File: config.mk
export PLATFORM = sky130hd
export DESIGN_NAME = life_generation_stencil_unit
export DESIGN_NICKNAME = d
export VERILOG_FILES = /design/src/sv/lgs_pkg.sv /design/src/sv/lgs_cell.sv /design/src/sv/lgs_line.sv /design/src/sv/life_generation_stencil_unit.sv
export SDC_FILE = /design/constraint.sdc
export NUM_CORES = 1
export LEC_CHECK = 0
export BUFFER_PORTS_ARGS = -buffer_cell sky130_fd_sc_hd__buf_2
export CORE_MARGIN = 2
export CORE_UTILIZATION = 65
export CTS_CLUSTER_DIAMETER = 150
export DETAILED_ROUTE_END_ITERATION = 8
export GPL_TIMING_DRIVEN = 1
export PLACE_DENSITY = 0.92
export RECOVER_POWER = 25
export SYNTH_ARGS = -nofsm -noshare
export SYNTH_HDL_FRONTEND = slang
export SYNTH_SLANG_ARGS = --single-unit
export TNS_END_PERCENT = 50
File: constraint.sdc
create_clock -name clk_i -period 8.4 [get_ports clk_i]
set_input_delay 0.42 -clock clk_i [delete_from_list [all_inputs] [get_ports clk_i]]
set_output_delay 0.42 -clock clk_i [all_outputs]
set_load 0.03 [all_outputs]
File: src/sv/lgs_pkg.sv
// Shared constants, types and the B3/S23 rule for the life generation stencil.
package lgs_pkg;

  localparam int MaxWidthDefault = 128;
  localparam int WidthReset      = 80;
  localparam int HeightReset     = 60;
  localparam int HeightLimit     = 1024;

  localparam int WidthRegW  = 8;
  localparam int HeightRegW = 11;
  localparam int RowW       = 10;
  localparam int CfgDataW   = 11;

  // Configuration register indexes
  localparam logic CfgGridWidth  = 1'b0;
  localparam logic CfgGridHeight = 1'b1;

  // Window bit 3*r+c: row r (0 top), column c (0 left)
  localparam logic [8:0] MaskLeft   = 9'h049;
  localparam logic [8:0] MaskRight  = 9'h124;
  localparam logic [8:0] MaskTop    = 9'h007;
  localparam logic [8:0] MaskBottom = 9'h1C0;
  localparam logic [8:0] MaskCentre = 9'h010;

  // One column slot of the two row lines
  typedef struct packed {
    logic upper;
    logic middle;
  } lgs_pair_t;

  function automatic logic next_state(input logic [8:0] win, input logic [8:0] mask);
    logic [8:0] nb;
    logic [3:0] cnt;
    nb  = win & mask & ~MaskCentre;
    cnt = 4'd0;
    for (int i = 0; i < 9; i++) begin
      cnt = cnt + 4'(nb[i]);
    end
    if (win[4]) begin
      return (cnt == 4'd2) || (cnt == 4'd3);
    end
    return cnt == 4'd3;
  endfunction

endpackage

File: src/sv/lgs_cell.sv
// One slot of the row-line chain: holds an upper and a middle row bit.
module lgs_cell (
  input  logic              clk_i,
  input  logic              rst_ni,
  input  logic              shift_i,
  input  logic              load_i,
  input  lgs_pkg::lgs_pair_t new_i,
  input  lgs_pkg::lgs_pair_t prev_i,
  output lgs_pkg::lgs_pair_t data_o
);
  import lgs_pkg::*;

  lgs_pair_t data_q, data_d;

  // take the fresh column at the insertion slot, else the neighbor's bits
  always_comb begin
    data_d = data_q;
    if (shift_i) begin
      data_d = load_i ? new_i : prev_i;
    end
  end

  always_ff @(posedge clk_i or negedge rst_ni) begin
    if (!rst_ni) begin
      data_q <= '0;
    end else begin
      data_q <= data_d;
    end
  end

  assign data_o = data_q;

endmodule

File: src/sv/lgs_line.sv
// Chain of cells forming the two row lines with a delay of one grid row.
module lgs_line #(
  parameter int MAX_WIDTH = lgs_pkg::MaxWidthDefault
) (
  input  logic                         clk_i,
  input  logic                         rst_ni,
  input  logic                         shift_i,
  input  logic [$clog2(MAX_WIDTH)-1:0] ins_pos_i,
  input  lgs_pkg::lgs_pair_t           new_i,
  output lgs_pkg::lgs_pair_t           tail_o
);
  import lgs_pkg::*;

  localparam int IW = $clog2(MAX_WIDTH);

  lgs_pair_t slot [MAX_WIDTH];

  for (genvar i = 0; i < MAX_WIDTH; i++) begin : g_cell
    lgs_pair_t prev;
    if (i == 0) begin : g_head
      assign prev = '0;
    end else begin : g_body
      assign prev = slot[i-1];
    end
    lgs_cell u_cell (
      .clk_i  (clk_i),
      .rst_ni (rst_ni),
      .shift_i(shift_i),
      .load_i (ins_pos_i == IW'(i)),
      .new_i  (new_i),
      .prev_i (prev),
      .data_o (slot[i])
    );
  end

  assign tail_o = slot[MAX_WIDTH-1];

endmodule

File: src/sv/life_generation_stencil_unit.sv
// Top level of the life generation stencil: counters, 3x3 window and result register.
//
// Streams one generation of a Game of Life grid (rule B3/S23) in raster order.
// Input channel: alive_i/flush_i with in_valid_i and in_stall_o; a transaction
// completes when valid is high and stall is low. Output channel: next_alive_o and
// last_cell_o with out_valid_o and out_stall_i, the same handshake.
// Configuration: cfg_we_i writes grid_width (index 0, data bits 7:0) or grid_height
// (index 1); a write restarts the generation. Out-of-range values are clamped.
// The first grid_width+1 transactions of a generation give no result; from then on
// every input transaction gives one result, registered at the accepting edge. The
// sender appends grid_width+1 flush transactions after the grid; the last result
// carries last_cell_o.
// Throughput: one transaction per cycle unless the output stalls, set by the cell
// chain that shifts both row lines once per accepted transaction.
// A stalled result holds in the output register; the input is stalled only while
// that register is full and stalled.
// Reset clears the row lines, the window and the counters; the width comes up
// as 80 and the height as 60.
module life_generation_stencil_unit #(
  parameter int MAX_WIDTH = lgs_pkg::MaxWidthDefault
) (
  input  logic                         clk_i,
  input  logic                         rst_ni,
  input  logic                         in_valid_i,
  output logic                         in_stall_o,
  input  logic                         alive_i,
  input  logic                         flush_i,
  output logic                         out_valid_o,
  input  logic                         out_stall_i,
  output logic                         next_alive_o,
  output logic                         last_cell_o,
  input  logic                         cfg_we_i,
  input  logic                         cfg_index_i,
  input  logic [lgs_pkg::CfgDataW-1:0] cfg_data_i
);
  import lgs_pkg::*;

  localparam int EW  = $clog2(MAX_WIDTH + 1);
  localparam int CW  = $clog2(MAX_WIDTH + 2);
  localparam int CLW = $clog2(MAX_WIDTH);
  localparam int WidthResetEff = (WidthReset > MAX_WIDTH) ? MAX_WIDTH : WidthReset;

  logic [EW-1:0]         effw_q, effw_d;
  logic [HeightRegW-1:0] effh_q, effh_d;
  logic [CW-1:0]         in_count_q, in_count_d;
  logic [CLW-1:0]        out_col_q, out_col_d;
  logic [RowW-1:0]       out_row_q, out_row_d;
  logic [8:0]            window_q, window_d;
  logic                  out_valid_q, out_valid_d;
  logic                  next_alive_q, next_alive_d;
  logic                  last_cell_q, last_cell_d;

  logic       in_fire, cur_cell, full, produce, col_last, row_last;
  logic [8:0] mask;
  logic [CLW-1:0]        ins_pos;
  logic [WidthRegW-1:0]  wr_width;
  logic [HeightRegW-1:0] wr_height;
  lgs_pair_t line_new, line_tail;

  assign in_stall_o = out_valid_q & out_stall_i;
  assign in_fire    = in_valid_i & ~in_stall_o;
  assign cur_cell   = alive_i & ~flush_i;

  assign ins_pos  = CLW'(EW'(MAX_WIDTH) - effw_q);
  assign line_new = '{upper: line_tail.middle, middle: cur_cell};

  lgs_line #(.MAX_WIDTH(MAX_WIDTH)) u_line (
    .clk_i    (clk_i),
    .rst_ni   (rst_ni),
    .shift_i  (in_fire),
    .ins_pos_i(ins_pos),
    .new_i    (line_new),
    .tail_o   (line_tail)
  );

  assign window_d = {cur_cell, window_q[8:7], line_tail.middle, window_q[5:4],
                     line_tail.upper, window_q[2:1]};

  assign full     = in_count_q == (CW'(effw_q) + CW'(1));
  assign produce  = in_fire & full;
  assign col_last = (EW'(out_col_q) + EW'(1)) >= effw_q;
  assign row_last = (HeightRegW'(out_row_q) + HeightRegW'(1)) >= effh_q;

  always_comb begin
    mask = 9'h1FF;
    if (out_col_q == '0) mask = mask & ~MaskLeft;
    if (col_last)        mask = mask & ~MaskRight;
    if (out_row_q == '0) mask = mask & ~MaskTop;
    if (row_last)        mask = mask & ~MaskBottom;
  end

  assign wr_width  = cfg_data_i[WidthRegW-1:0];
  assign wr_height = cfg_data_i[HeightRegW-1:0];

  always_comb begin
    effw_d       = effw_q;
    effh_d       = effh_q;
    in_count_d   = in_count_q;
    out_col_d    = out_col_q;
    out_row_d    = out_row_q;
    out_valid_d  = out_valid_q & out_stall_i;
    next_alive_d = next_alive_q;
    last_cell_d  = last_cell_q;

    if (cfg_we_i) begin
      unique case (cfg_index_i)
        CfgGridWidth: begin
          if (wr_width == '0) begin
            effw_d = EW'(1);
          end else if (32'(wr_width) > MAX_WIDTH) begin
            effw_d = EW'(MAX_WIDTH);
          end else begin
            effw_d = EW'(wr_width);
          end
        end
        CfgGridHeight: begin
          if (wr_height == '0) begin
            effh_d = HeightRegW'(1);
          end else if (32'(wr_height) > HeightLimit) begin
            effh_d = HeightRegW'(HeightLimit);
          end else begin
            effh_d = wr_height;
          end
        end
        default: ;
      endcase
      // restart the generation
      in_count_d = '0;
      out_col_d  = '0;
      out_row_d  = '0;
    end else if (in_fire) begin
      if (!full) begin
        in_count_d = in_count_q + CW'(1);
      end else begin
        out_valid_d  = 1'b1;
        next_alive_d = next_state(window_d, mask);
        last_cell_d  = row_last & col_last;
        if (row_last && col_last) begin
          in_count_d = '0;
          out_col_d  = '0;
          out_row_d  = '0;
        end else if (col_last) begin
          out_col_d = '0;
          out_row_d = out_row_q + RowW'(1);
        end else begin
          out_col_d = out_col_q + CLW'(1);
        end
      end
    end
  end

  always_ff @(posedge clk_i or negedge rst_ni) begin
    if (!rst_ni) begin
      effw_q       <= EW'(WidthResetEff);
      effh_q       <= HeightRegW'(HeightReset);
      in_count_q   <= '0;
      out_col_q    <= '0;
      out_row_q    <= '0;
      window_q     <= '0;
      out_valid_q  <= 1'b0;
      next_alive_q <= 1'b0;
      last_cell_q  <= 1'b0;
    end else begin
      effw_q       <= effw_d;
      effh_q       <= effh_d;
      in_count_q   <= in_count_d;
      out_col_q    <= out_col_d;
      out_row_q    <= out_row_d;
      out_valid_q  <= out_valid_d;
      next_alive_q <= next_alive_d;
      last_cell_q  <= last_cell_d;
      if (in_fire) begin
        window_q <= window_d;
      end
    end
  end

  assign out_valid_o  = out_valid_q;
  assign next_alive_o = next_alive_q;
  assign last_cell_o  = last_cell_q;

  // the final cell of a generation returns every counter to the start
  a_last_restarts: assert property (@(posedge clk_i) disable iff (!rst_ni)
    (produce && row_last && col_last && !cfg_we_i) |=>
      (in_count_q == '0 && out_col_q == '0 && out_row_q == '0))
    else $error("counters not restarted after last cell");

  // output column stays inside the grid
  a_col_in_grid: assert property (@(posedge clk_i) disable iff (!rst_ni)
    EW'(out_col_q) < effw_q)
    else $error("output column beyond grid width");

  // fill count never passes the row delay
  a_fill_bound: assert property (@(posedge clk_i) disable iff (!rst_ni)
    in_count_q <= (CW'(effw_q) + CW'(1)))
    else $error("fill count overran");

  // a result is shown only after an accepted transaction that produced it
  a_result_source: assert property (@(posedge clk_i) disable iff (!rst_ni)
    $rose(out_valid_o) |-> $past(produce))
    else $error("result without a producing transaction");

endmodule

==> summary.txt, run 1 <==
Yosys
  • Mean post-synth cell area: 9.219 um^2
  • Synthesized Nets: about 1800
  • EDFF count, synth: 0
  • Unique masters post-synth: between 60 and 70
  • Cell Area, Synth: about 16000 um^2
  • Yosys warnings: 0
  • Post-synth top area cell: dfrtp_1
  • Yosys top cell area share: 0.4787
  • Number of synthesized register bits: ~300
  • Register area share after synthesis: 0.4887
  • Synth Instances: around 1700
  • Async S/R FF share, synth: 1.000
  • Synth Flop Type: dfrtp_1
  • Synth area leaders: dfrtp_1 (48%), a221o_1 (9.3%), nand2_1 (7.8%), nor2_1 (6.3%), a22oi_1 (5.0%)

Placement
  • Placement Cell Area: 15990 um^2
  • Worst slack, placed: around 3.2 ns
  • Cell count after placement: between 1500 and 2000
  • GP Congestion: 0.8811
  • Port-buffer cells: 22
  • HPWL Detailed: 22560 um

Global route
  • Number of global-route vias before repair: ~13000
  • First-pass GRT wire length: approximately 65000 um
  • Initial antenna violation count: 0
  • GRT overflow: 0
  • GRT Overall Usage: 0.3078
  • Pin count of the biggest net entering global routing: between 200 and 300

Power
  • Worst IR Drop VDD: ~190 uV
  • Net Sw Power: approximately 1.1 mW
  • Seq pwr share: 0.452
  • Total power: 3.860 mW
  • Leak Pwr: ~7.7 nW
  • Pwr dens: approximately 230 nW/um^2
  • Clock share of power: 0.405
  • Int Pwr: 2.738 mW
  • Net Sw Frac: 0.2906
  • Combinational Power Share: 0.143

Clocking
  • Total CTS buffers: 34
  • Clock root buffer: clkbuf_16
  • Longest Clk Path Bufs: 3
  • Clock sink count: 309
  • H-tree depth: 2
  • Clk Latency, worst-skew pair: roughly 0.52 ns
  • CTS tree: done
  • Reg clk slew, reported paths: 0.06 ns

Cells and area
  • Synthesis-to-layout area growth: 8.279%
  • Final core occ: 0.7115
  • Number of antenna diodes: 0
  • Fin cells: roughly 2000
  • Post-layout nets: between 1500 and 2000
  • Final Cell Area: between 15000 and 20000 um^2
  • Layout cells sized above 1: 0.08909

Route
  • Vias per cell: 6.712
  • First-pass detailed-route iteration total: 6
  • DRT Wirelength: between 30000 and 40000 um
  • DR WL/cell: 19.69 um
  • Vias: 13551
  • Initial DRC Count: about 1900
  • # DRC: 0
  • Routed Antenna Nets: 0

Timing
  • Post-route minimum period: between 5 and 6 ns
  • RSZ-0062 raised after global routing: false
  • Fmax: 185.9 MHz
  • Slew margin rel.: -0.9426
  • Final count of negative-setup-slack endpoints: 0
  • TNS Setup: 0 ns
  • Final period util: 0.6402
  • Tightest Pin Transition: ~3 ns
  • Worst Skew: approximately 0.010 ns
  • Fin. Hold Viols: 0
  • Count of pins over their slew limit: 58
  • Fin Hold WS: between 0.15 and 0.2 ns
  • Final WS setup: a little over 3 ns

Critical path
  • Setup crit start: out_row_q[0]
  • RR Startpoint: out_row_q[0]
  • Reg2Reg Setup Slack: roughly 3.0 ns
  • Crit-path max FO: 14
  • Crit start category: flop
  • Arrival time at the worst endpoint: around 5.8 ns
  • Req. time, crit path: 8.79 ns
  • Endpoint type of the worst setup path: flop
  • Type of the worst setup path: reg -> reg

Run
  • Max_cap viols: 1

Min path
  • HP Start: cfg_data_i[2]
  • Hold Path Class: in -> reg

Floorplanning
  • Rows: 57
  • Initial Util: 0.6571
  • Ports: 23
  • DIE WIDTH: 160.1 um
  • Die outline area: 25630 um^2
  • Core area: ~24000 um^2
  • Die Y: between 150 and 200 um

Outcome
  • Status: finished with violations
  • Failing checks: capacitance limit, slew limit
[sequential cells by signal, indices dropped and copies added (netlist names)]
name                         count
u_line.g_cell.u_cell.data_o    256
effh_q                          11
out_row_q                       10
effw_q                           8
in_count_q                       8
out_col_q                        7
window_q                         6
last_cell_o                      1
next_alive_o                     1
out_valid_o                      1
[path summary, 6_finish.rpt]
path | endpoint | depth (start not counted)
worst min-delay path | effh_q[2] | 2
min in group asynchronous | u_line.g_cell[107].u_cell.data_o[0] | 2
max in group asynchronous | u_line.g_cell[39].u_cell.data_o[0] | 4
worst max register to register | next_alive_o | 18
worst max-delay path | next_alive_o | 18
worst min register to register | effh_q[6] | 2
[routing by layer]
layer	GRT usage	up-vias	share of wire	wire length (um)
li1	-	6038	-	-
met1	0.4186	6718	0.40	16030
met2	0.4927	666	0.48	19190
met3	0.05377	129	0.074	2952
met4	0.1323	0	0.040	1571
met5	0	-	0	0
[power by group through the flow]
stage               Clock, mW  Sequential, mW  Combinational (mW)
floorplan                   0            1.73               0.396
global placement            0            1.75               0.515
detailed placement          0            1.76               0.539
CTS                      1.57            1.74               0.547
global route             1.63            1.76               0.604
finish                   1.56            1.75               0.552
[cell families after synthesis]
logic type,share of synthesized area
mux,0.006714
simple gates,0.1951
xor+xnor,0.01848
fa+ha+maj,0.03112
buf+inv,0.03839
flops,0.4887
compound gates,0.2215
[cell type report]
cell class              instances  area, um^2
clock buffers                  47       969.7
clock inverters                13       187.7
fillers                      1674        6955
inverters                      35       131.4
multi-input cells            1259        7516
flip-flops and latches        309        7740
well taps                     324       405.4
repair buffers                 32       200.2
[cells in the mapped netlist, types with 3 or more instances]
| cell type | instances |
|---|---|
| mux2_2 | 5 |
| a21o_1 | 5 |
| nand4_1 | 7 |
| fa_1 | 4 |
| and3_1 | 9 |
| ha_1 | 33 |
| nor2_2 | 29 |
| xor2_1 | 9 |
| mux2i_1 | 5 |
| a31oi_1 | 3 |
| xnor2_2 | 4 |
| nand3_1 | 21 |
| or2_2 | 3 |
| a32o_1 | 9 |
| a211o_1 | 4 |
| inv_1 | 33 |
| nor4_1 | 5 |
| clkbuf_1 | 91 |
| o2bb2ai_1 | 5 |
| buf_2 | 15 |
| a21oi_1 | 20 |
| o31ai_1 | 3 |
| buf_1 | 5 |
| dfstp_2 | 6 |
| and2_1 | 6 |
| dfrtp_1 | 303 |
| a22oi_1 | 105 |
| a211oi_1 | 4 |
| a22o_1 | 8 |
| nor2_4 | 5 |
| nand3_2 | 4 |
| nor2_1 | 265 |
| xnor2_1 | 17 |
| a221o_1 | 147 |
| o21ai_0 | 129 |
| nand2b_1 | 17 |
| nand2_1 | 329 |
| nor3_1 | 8 |
[cell usage in the layout, fill, tap and decap left out, types with 16 or more instances in the layout]
master | synthesis | layout
nor2_2 | 29 | 29
dfrtp_1 | 303 | 303
a21oi_1 | 20 | 20
nand2b_1 | 17 | 17
o21ai_0 | 129 | 129
xnor2_1 | 17 | 17
buf_2 | 15 | 16
clkbuf_16 | 0 | 34
ha_1 | 33 | 33
a22oi_1 | 105 | 105
a221o_1 | 147 | 147
nand2_1 | 329 | 328
inv_1 | 33 | 33
nor2_1 | 265 | 264
nand3_1 | 21 | 21
[worst max-delay path, stage by stage (launching register included)]
cell	delay, ns
dfrtp_1	0.47
ha_1	0.26
nand3_1	0.19
or2_2	0.40
xnor2_1	0.15
ha_1	0.33
a211oi_1	0.21
o211ai_1	0.17
a221oi_2	0.81
nand3_1	0.21
fa_1	0.54
inv_1	0.06
fa_1	0.48
ha_1	0.24
fa_1	0.38
nand3_1	0.07
o21ai_0	0.07
o2111ai_1	0.09
o21ai_0	0.11
[what timing repair did]
item / 4_1_cts / 5_1_grt
gates resized for setup: 0 / 0
hold buffers: 1 / 0
endpoints found under the hold margin: 95 / 0
setup buffers: 0 / 0
Note: power is estimated with default switching activity, not from simulation.
==> run 2, diff against run 1 <==
--- a/config.mk
+++ b/config.mk
@@ -5,13 +5,14 @@
 export SDC_FILE = /design/constraint.sdc
 export NUM_CORES = 1
 export LEC_CHECK = 0
+export ABC_AREA = 1
 export BUFFER_PORTS_ARGS = -buffer_cell sky130_fd_sc_hd__buf_2
 export CORE_MARGIN = 2
-export CORE_UTILIZATION = 65
+export CORE_UTILIZATION = 64
 export CTS_CLUSTER_DIAMETER = 150
 export DETAILED_ROUTE_END_ITERATION = 8
 export GPL_TIMING_DRIVEN = 1
-export PLACE_DENSITY = 0.92
+export PLACE_DENSITY = 0.91
 export RECOVER_POWER = 25
 export SYNTH_ARGS = -nofsm -noshare
 export SYNTH_HDL_FRONTEND = slang
==> constraint.sdc (replaced) <==
create_clock -name clk_i -period 4.96 [get_ports clk_i]
set_input_delay 0.248 -clock clk_i [delete_from_list [all_inputs] [get_ports clk_i]]
set_output_delay 0.248 -clock clk_i [all_outputs]
set_load 0.03 [all_outputs]
==> summary.txt, run 2 <==
Outcome
  • Status: finished with violations
  • Failing checks: capacitance limit, slew limit

Timing
  • Fmax: 215.3 MHz (+16%)
  • RSZ-0062 raised after global routing: false
  • Count of pins over their slew limit: 79 (+36%)
  • Final period util: 0.9363 (+0.2960)
  • Post-route minimum period: 4.644 ns (-0.7341 ns)
  • Final count of negative-setup-slack endpoints: 0 (unchanged)
  • Final WS setup: 0.3161 ns (-2.706 ns)
  • Slew margin rel.: -1.491 (-0.5483)
  • Fin Hold WS: 0.02791 ns (-0.1353 ns)
  • Fin. Hold Viols: 0 (unchanged)
  • Tightest Pin Transition: 3.736 ns (+0.8224 ns)
  • Worst Skew: 0.01695 ns (+0.006619 ns)
  • TNS Setup: 0 ns (unchanged)

Route
  • Routed Antenna Nets: 0 (unchanged)
  • # DRC: 0 (unchanged)
  • Vias: 17695 (+31%)
  • Initial DRC Count: 2426 (+28%)
  • First-pass detailed-route iteration total: 6 (unchanged)
  • DR WL/cell: 15.62 um (-21%)
  • DRT Wirelength: 49050 um (+23%)
  • Vias per cell: 5.637 (-16%)

Global route
  • Number of global-route vias before repair: 17069 (+31%)
  • GRT Overall Usage: 0.3409 (+0.03317)
  • GRT overflow: 0 (unchanged)
  • Pin count of the biggest net entering global routing: 152 (-42%)
  • First-pass GRT wire length: 81520 um (+25%)
  • Initial antenna violation count: 0 (unchanged)

Power
  • Net Sw Frac: 0.3661 (+0.07544)
  • Seq pwr share: 0.410 (-0.042)
  • Combinational Power Share: 0.285 (+0.142)
  • Int Pwr: 5.671 mW (+110%)
  • Net Sw Power: 3.275 mW (+190%)
  • Worst IR Drop VDD: 369.0 uV (+96%)
  • Pwr dens: 456.1 nW/um^2 (+100%)
  • Total power: 8.946 mW (+130%)
  • Leak Pwr: 10.96 nW (+42%)
  • Clock share of power: 0.305 (-0.100)

Cells and area
  • Fin cells: 3139 (+55%)
  • Number of antenna diodes: 0 (unchanged)
  • Synthesis-to-layout area growth: 8.006%
  • Commonest non-fill, non-tap cell in the layout: nand2_1
  • Layout cells sized above 1: 0.04274 (-0.04635)
  • Post-layout nets: 2792 (+62%)
  • Max FFs per register: 256 (unchanged)
  • Commonest cells after routing, fill and taps aside: nand2_1 (1328), inv_1 (365), dfrtp_1 (302), nand3_1 (301), nor2_1 (184)
  • Fillers: 2180 (+30%)

Placement
  • GP Congestion: 0.8794 (-0.19%)
  • HPWL Detailed: 29960 um (+33%)
  • Cell count after placement: 3073 (+57%)
  • Port-buffer cells: 22 (unchanged)
  • Worst slack, placed: 0.1403 ns (-3.027 ns)

Yosys
  • Cell Area, Synth: 18160 um^2 (+15%)
  • Top cells by instance count after synthesis: nand2_1 (1329), inv_1 (367), dfrtp_1 (303)
  • EDFF count, synth: 0 (unchanged)
  • Most numerous cell in the Yosys netlist: nand2_1
  • Register area share after synthesis: 0.4262 (-0.06248)
  • Async S/R FF share, synth: 1.000 (unchanged)
  • Yosys warnings: 0 (unchanged)
  • Mean post-synth cell area: 6.545 um^2 (-29%)
  • Number of synthesized register bits: 309 (unchanged)
  • Unique masters post-synth: 36 (-45%)
  • Synth area leaders: dfrtp_1 (42%), nand2_1 (27%), nand3_1 (8.3%), inv_1 (7.6%), nor2_1 (3.8%)
  • Synth Flop Type: dfrtp_1
  • Post-synth top area cell: dfrtp_1
  • Yosys top cell area share: 0.4175 (-0.06121)
  • Synth Instances: 2775 (+62%)
  • Synthesized Nets: 2831 (+60%)

Critical path
  • Crit-path max FO: 4 (-10)
  • Req. time, crit path: 5.39 ns (-3.40 ns)
  • CP max-delay cell: fa_1
  • Arrival time at the worst endpoint: 5.08 ns (-0.68 ns)
  • Biggest cell delay along the critical path: 0.51 ns (-0.30 ns)
  • Endpoint type of the worst setup path: flop
  • Worst path bufs/invs: 3 (+2)
  • Crit start category: flop
  • Critical-path cell list: ha_1 > nand3_1 > inv_1 > nand3_1 > xor2_1 > inv_1 > ha_1 > nand2_1 > nor2_1 > and2_1 > nand2_1 > nand4_1 > or2_4 > fa_1 > inv_1 > fa_1 > ha_1 > fa_1 > o21ai_0 > a211o_1 > o21ai_0
  • Type of the worst setup path: reg -> reg
  • CP top delay family: adder cells

Floorplanning
  • Die outline area: 29740 um^2 (+16%)
  • DIE WIDTH: 172.5 um (+7.7%)
  • Ports: 23 (unchanged)
  • Die Y: 172.5 um (+7.7%)
  • Core area: 27860 um^2 (+16%)
  • Initial Util: 0.6519 (-0.005144)
  • Rows: 61 (+7.0%)

Clocking
  • Clock sink count: 309 (unchanged)
  • H-tree depth: 2 (unchanged)
  • Longest Clk Path Bufs: 3 (unchanged)
  • CTS tree: done
  • Total CTS buffers: 34 (unchanged)
  • Clk Latency, worst-skew pair: 0.53 ns (about the same)
  • Clock root buffer: clkbuf_16
  • Reg clk slew, reported paths: 0.06 ns (about the same)

Min path
  • Hold Path Class: in -> reg

Run
  • Max_cap viols: 1 (unchanged)
## run 2: cell count changes in the layout (fill, tap and decap cells not counted), moves of 17 or more
| cell | delta |
|---|---|
| nor2_1 | -80 |
| nand2_1 | +1000 |
| nand3_1 | +280 |
| inv_1 | +332 |
| a221o_1 | -147 |
| o21ai_0 | -108 |
| a22oi_1 | -105 |
| nand2b_1 | -17 |
## run 2: kinds of logic after synthesis
| family | count (synthesis) | synth area share |
|---|---|---|
| compound gates | 52 | 0.01640 |
| xor+xnor | 22 | 0.01164 |
| fa+ha+maj | 37 | 0.02714 |
| buf+inv | 483 | 0.1024 |
| flops | 309 | 0.4262 |
| simple gates | 1872 | 0.4162 |
## run 2: per-stage QoR
stage	area, um^2	util
6_report	19620	0.7041
5_1_grt	19620	0.7041
2_1_floorplan	18160	-
4_1_cts	19620	0.7044
3_3_place_gp	18390	0.6602
3_5_place_dp	18390	0.6602
## run 2: worst reg2reg max path: stages, from the launching register on
cell	delay, ns
dfrtp_2	0.42
ha_1	0.23
nand3_1	0.12
inv_1	0.08
nand3_1	0.08
xor2_1	0.14
inv_1	0.08
ha_1	0.31
nand2_1	0.10
nor2_1	0.05
and2_1	0.12
nand2_1	0.05
nand4_1	0.18
or2_4	0.29
fa_1	0.51
inv_1	0.06
fa_1	0.48
ha_1	0.25
fa_1	0.48
o21ai_0	0.08
a211o_1	0.28
o21ai_0	0.18
## run 2: path summary, 6_finish.rpt
kind	from	slack (ns)	cells after the start	endpoint
max in group asynchronous	rst_ni	0.76	3	u_line.g_cell[15].u_cell.data_o[0]
hold reg to reg	u_line.g_cell[50].u_cell.data_o[0]	0.48	2	u_line.g_cell[50].u_cell.data_o[0]
hold / removal	cfg_data_i[9]	0.03	3	effh_q[9]
setup reg to reg	out_row_q[0]	0.32	21	next_alive_o
setup / recovery	out_row_q[0]	0.32	21	next_alive_o
min in group asynchronous	rst_ni	1.77	2	u_line.g_cell[58].u_cell.data_o[0]
## run 2: power by group through the flow
stage,clock network [mW],logic [mW],registers [mW]
after global routing,2.85,2.87,3.74
after CTS,2.73,2.50,3.65
after floorplan,0,1.82,3.56
after global placement,0,2.35,3.65
after detailed placement,0,2.44,3.68
final,2.73,2.55,3.67
## run 2: layer usage
metal	vias up	track usage	routed length (um)
li1	8321	-	-
met1	8260	0.4551	19840
met2	903	0.5419	22620
met3	211	0.06249	4480
met4	0	0.1593	2104
met5	-	0	0
## run 2: what timing repair did
item,CTS,global route
hold buffers,4,0
endpoints found under the setup margin,0,1
endpoints found under the hold margin,78,0
gates resized for setup,0,2
setup buffers,0,1
## run 2: area by class of cell
| cell class | count | area (um^2) | area share |
|---|---|---|---|
| multi-input combinational | 1983 | 8571 | 0.4369 |
| sequential | 309 | 7741 | 0.3947 |
| inverter | 372 | 1411 | 0.07195 |
| clock buffer | 48 | 997.2 | 0.05084 |
| tap | 378 | 473.0 | 0.02411 |
| timing repair buffer | 36 | 229.0 | 0.01167 |
| clock inverter | 13 | 192.7 | 0.009823 |
==> run 3, diff against run 2 <==
--- a/config.mk
+++ b/config.mk
@@ -5,9 +5,9 @@
 export SDC_FILE = /design/constraint.sdc
 export NUM_CORES = 1
 export LEC_CHECK = 0
-export ABC_AREA = 1
+export ABC_AREA = 0
 export BUFFER_PORTS_ARGS = -buffer_cell sky130_fd_sc_hd__buf_2
-export CORE_MARGIN = 2
+export CORE_MARGIN = 1
 export CORE_UTILIZATION = 64
 export CTS_CLUSTER_DIAMETER = 150
 export DETAILED_ROUTE_END_ITERATION = 8
==> summary.txt, run 3 (synthesis results as in run 1) <==
Timing
  • Tightest Pin Transition: 3.087 ns (-0.6498 ns)
  • Final WS setup: 0.1842 ns (-0.1319 ns)
  • Final period util: 0.9629 (+0.02659)
  • Fin. Hold Viols: 0 (unchanged)
  • Fin Hold WS: 0.04293 ns (+0.01502 ns)
  • Count of pins over their slew limit: 191 (+140%)
  • Fmax: 209.4 MHz (-2.8%)
  • Final count of negative-setup-slack endpoints: 0 (unchanged)
  • TNS Setup: 0 ns (unchanged)
  • Slew margin rel.: -1.058 (+0.4332)
  • Worst Skew: 0.02679 ns (+0.009841 ns)
  • RSZ-0062 raised after global routing: false
  • Post-route minimum period: 4.776 ns (+0.1319 ns)

Cells and area
  • Footprint of the multi-input gates: 7513 um^2 (-12%)
  • Post-layout nets: 1737 (-38%)
  • Fillers: 1718 (-21%)
  • Register Area: 7740 um^2 (about the same)
  • Commonest non-fill, non-tap cell in the layout: nand2_1
  • Commonest cells after routing, fill and taps aside: nand2_1 (328), dfrtp_1 (303), nor2_1 (264), a221o_1 (147), o21ai_0 (129)
  • Final Cell Area: 17130 um^2 (-13%)
  • Max FFs per register: 256 (unchanged)
  • Synthesis-to-layout area growth: 8.128%
  • Layout cells sized above 1: 0.08284 (+0.04011)

Critical path
  • Critical Path Most Common Cell: fa_1
  • RR Startpoint: out_row_q[0]
  • Type of the worst setup path: reg -> reg
  • Critical-path cell list: ha_2 > nand3_1 > or2_2 > xnor2_1 > ha_1 > a211oi_1 > o211ai_1 > a221oi_2 > buf_4 > nand2_1 > fa_1 > inv_1 > fa_1 > ha_1 > fa_1 > o21ai_0 > o2111ai_1 > o21ai_0
  • CP max-delay cell: fa_1
  • Req. time, crit path: 5.40 ns (about the same)
  • CP top delay family: adder cells
  • Crit start category: flop
  • Endpoint type of the worst setup path: flop
  • Arrival time at the worst endpoint: 5.22 ns (+0.14 ns)
  • Worst path bufs/invs: 2 (-1)
  • Biggest cell delay along the critical path: 0.51 ns (about the same)
  • Setup crit start: out_row_q[0]
  • Crit-path max FO: 6 (+2)

Placement
  • Worst slack, placed: 0.09631 ns (-0.04394 ns)
  • Port-buffer cells: 22 (unchanged)
  • GP Congestion: 0.8635 (-1.8%)
  • HPWL Detailed: 22200 um (-26%)
  • Placement Cell Area: 16040 um^2 (-13%)

Global route
  • Pin count of the biggest net entering global routing: 228 (+50%)
  • Initial antenna violation count: 0 (unchanged)
  • GR Layer Usage met3: 0.04819 (-0.01430)
  • Number of global-route vias before repair: 12933 (-24%)
  • Most Crowded Layer GR: met2
  • GRT overflow: 0 (unchanged)
  • Routing usage on met2: 0.5058 (-0.03613)
  • GRT Overall Usage: 0.3124 (-0.02857)
  • First-pass GRT wire length: 65050 um (-20%)
  • Grt met1 use: 0.4268 (-0.02829)

Clocking
  • CTS tree: done
  • H-tree depth: 2 (unchanged)
  • Reg clk slew, reported paths: 0.06 ns (about the same)
  • Clock root buffer: clkbuf_16
  • Total CTS buffers: 34 (unchanged)
  • Longest Clk Path Bufs: 3 (unchanged)
  • Clock sink count: 309 (unchanged)
  • Clk Latency, worst-skew pair: 0.53 ns (about the same)

Floorplanning
  • Core area: 24320 um^2 (-13%)
  • DIE WIDTH: 159.3 um (-7.6%)
  • Die outline area: 25380 um^2 (-15%)
  • Initial Util: 0.6513 (about the same)
  • Ports: 23 (unchanged)
  • Die Y: 159.3 um (-7.6%)
  • Rows: 57 (-6.6%)

Power
  • Net Sw Frac: 0.2958 (-0.07026)
  • Leak Pwr: 7.672 nW (-30%)
  • Pwr dens: 364.8 nW/um^2 (-20%)
  • Clock share of power: 0.376 (+0.071)
  • Seq pwr share: 0.473 (+0.063)
  • Int Pwr: 4.400 mW (-22%)
  • Worst IR Drop VDD: 275.9 uV (-25%)
  • Combinational Power Share: 0.151 (-0.134)
  • Net Sw Power: 1.848 mW (-44%)
  • Total power: 6.248 mW (-30%)

Route
  • Routed Antenna Nets: 0 (unchanged)
  • Initial DRC Count: 1708 (-30%)
  • First-pass detailed-route iteration total: 6 (unchanged)
  • DRT Wirelength: 39200 um (-20%)
  • # DRC: 0 (unchanged)
  • DR WL/cell: 19.34 um (+24%)
  • Vias per cell: 6.548 (+16%)
  • Vias: 13273 (-25%)

Outcome
  • Failing checks: capacitance limit, slew limit
  • Status: finished with violations

Run
  • Max_cap viols: 3 (+2)

Min path
  • HP Start: cfg_data_i[7]
  • Hold Path Class: in -> reg
-- run 3: layout make-up --
class                      count  area share
clock buffer                  53     0.05625
clock inverter                 4    0.002484
timing repair buffer          42     0.01914
antenna                        1   0.0001461
inverter                      35    0.007671
tap                          324     0.02367
sequential                   309      0.4519
multi-input combinational   1259      0.4387
-- run 3: repair_timing --
item                                    in CTS  in global routing
endpoints found under the setup margin       0                  1
setup buffers                                0                  1
hold buffers                                10                  0
gates resized for setup                      0                  2
hold endpoints to repair                   133                  0
-- run 3: power by group through the flow --
stage	clock network [mW]	logic (mW)	registers, mW
2_1_floorplan	0	0.670	2.93
3_3_place_gp	0	0.884	2.97
3_5_place_dp	0	0.921	2.98
4_1_cts	2.37	0.935	2.95
5_1_grt	2.46	1.03	2.98
6_report	2.35	0.940	2.96
-- run 3: through the flow --
step | util | cells
after CTS | 0.7052 | 2025
after global routing | 0.7041 | 2026
after detailed placement | 0.6597 | 1958
after floorplan | - | 1718
final | 0.7042 | 2027
after global placement | 0.6597 | 1958
-- run 3: routing by layer --
layer | wire length [um] | share of wire
met1 | 16270 | 0.42
met2 | 18790 | 0.48
met3 | 2870 | 0.073
met4 | 1271 | 0.032
met5 | 0 | 0
-- run 3: path summary, 6_finish.rpt --
| kind | slack (ns) | endpoint | depth (start not counted) |
|---|---|---|---|
| worst max-delay path | 0.18 | next_alive_o | 18 |
| worst min-delay path | 0.04 | effw_q[0] | 2 |
| worst max register to register | 0.18 | next_alive_o | 18 |
| worst min register to register | 0.48 | effh_q[9] | 2 |
| max in group asynchronous | 0.83 | in_count_q[1] | 3 |
| min in group asynchronous | 1.26 | u_line.g_cell[107].u_cell.data_o[0] | 2 |
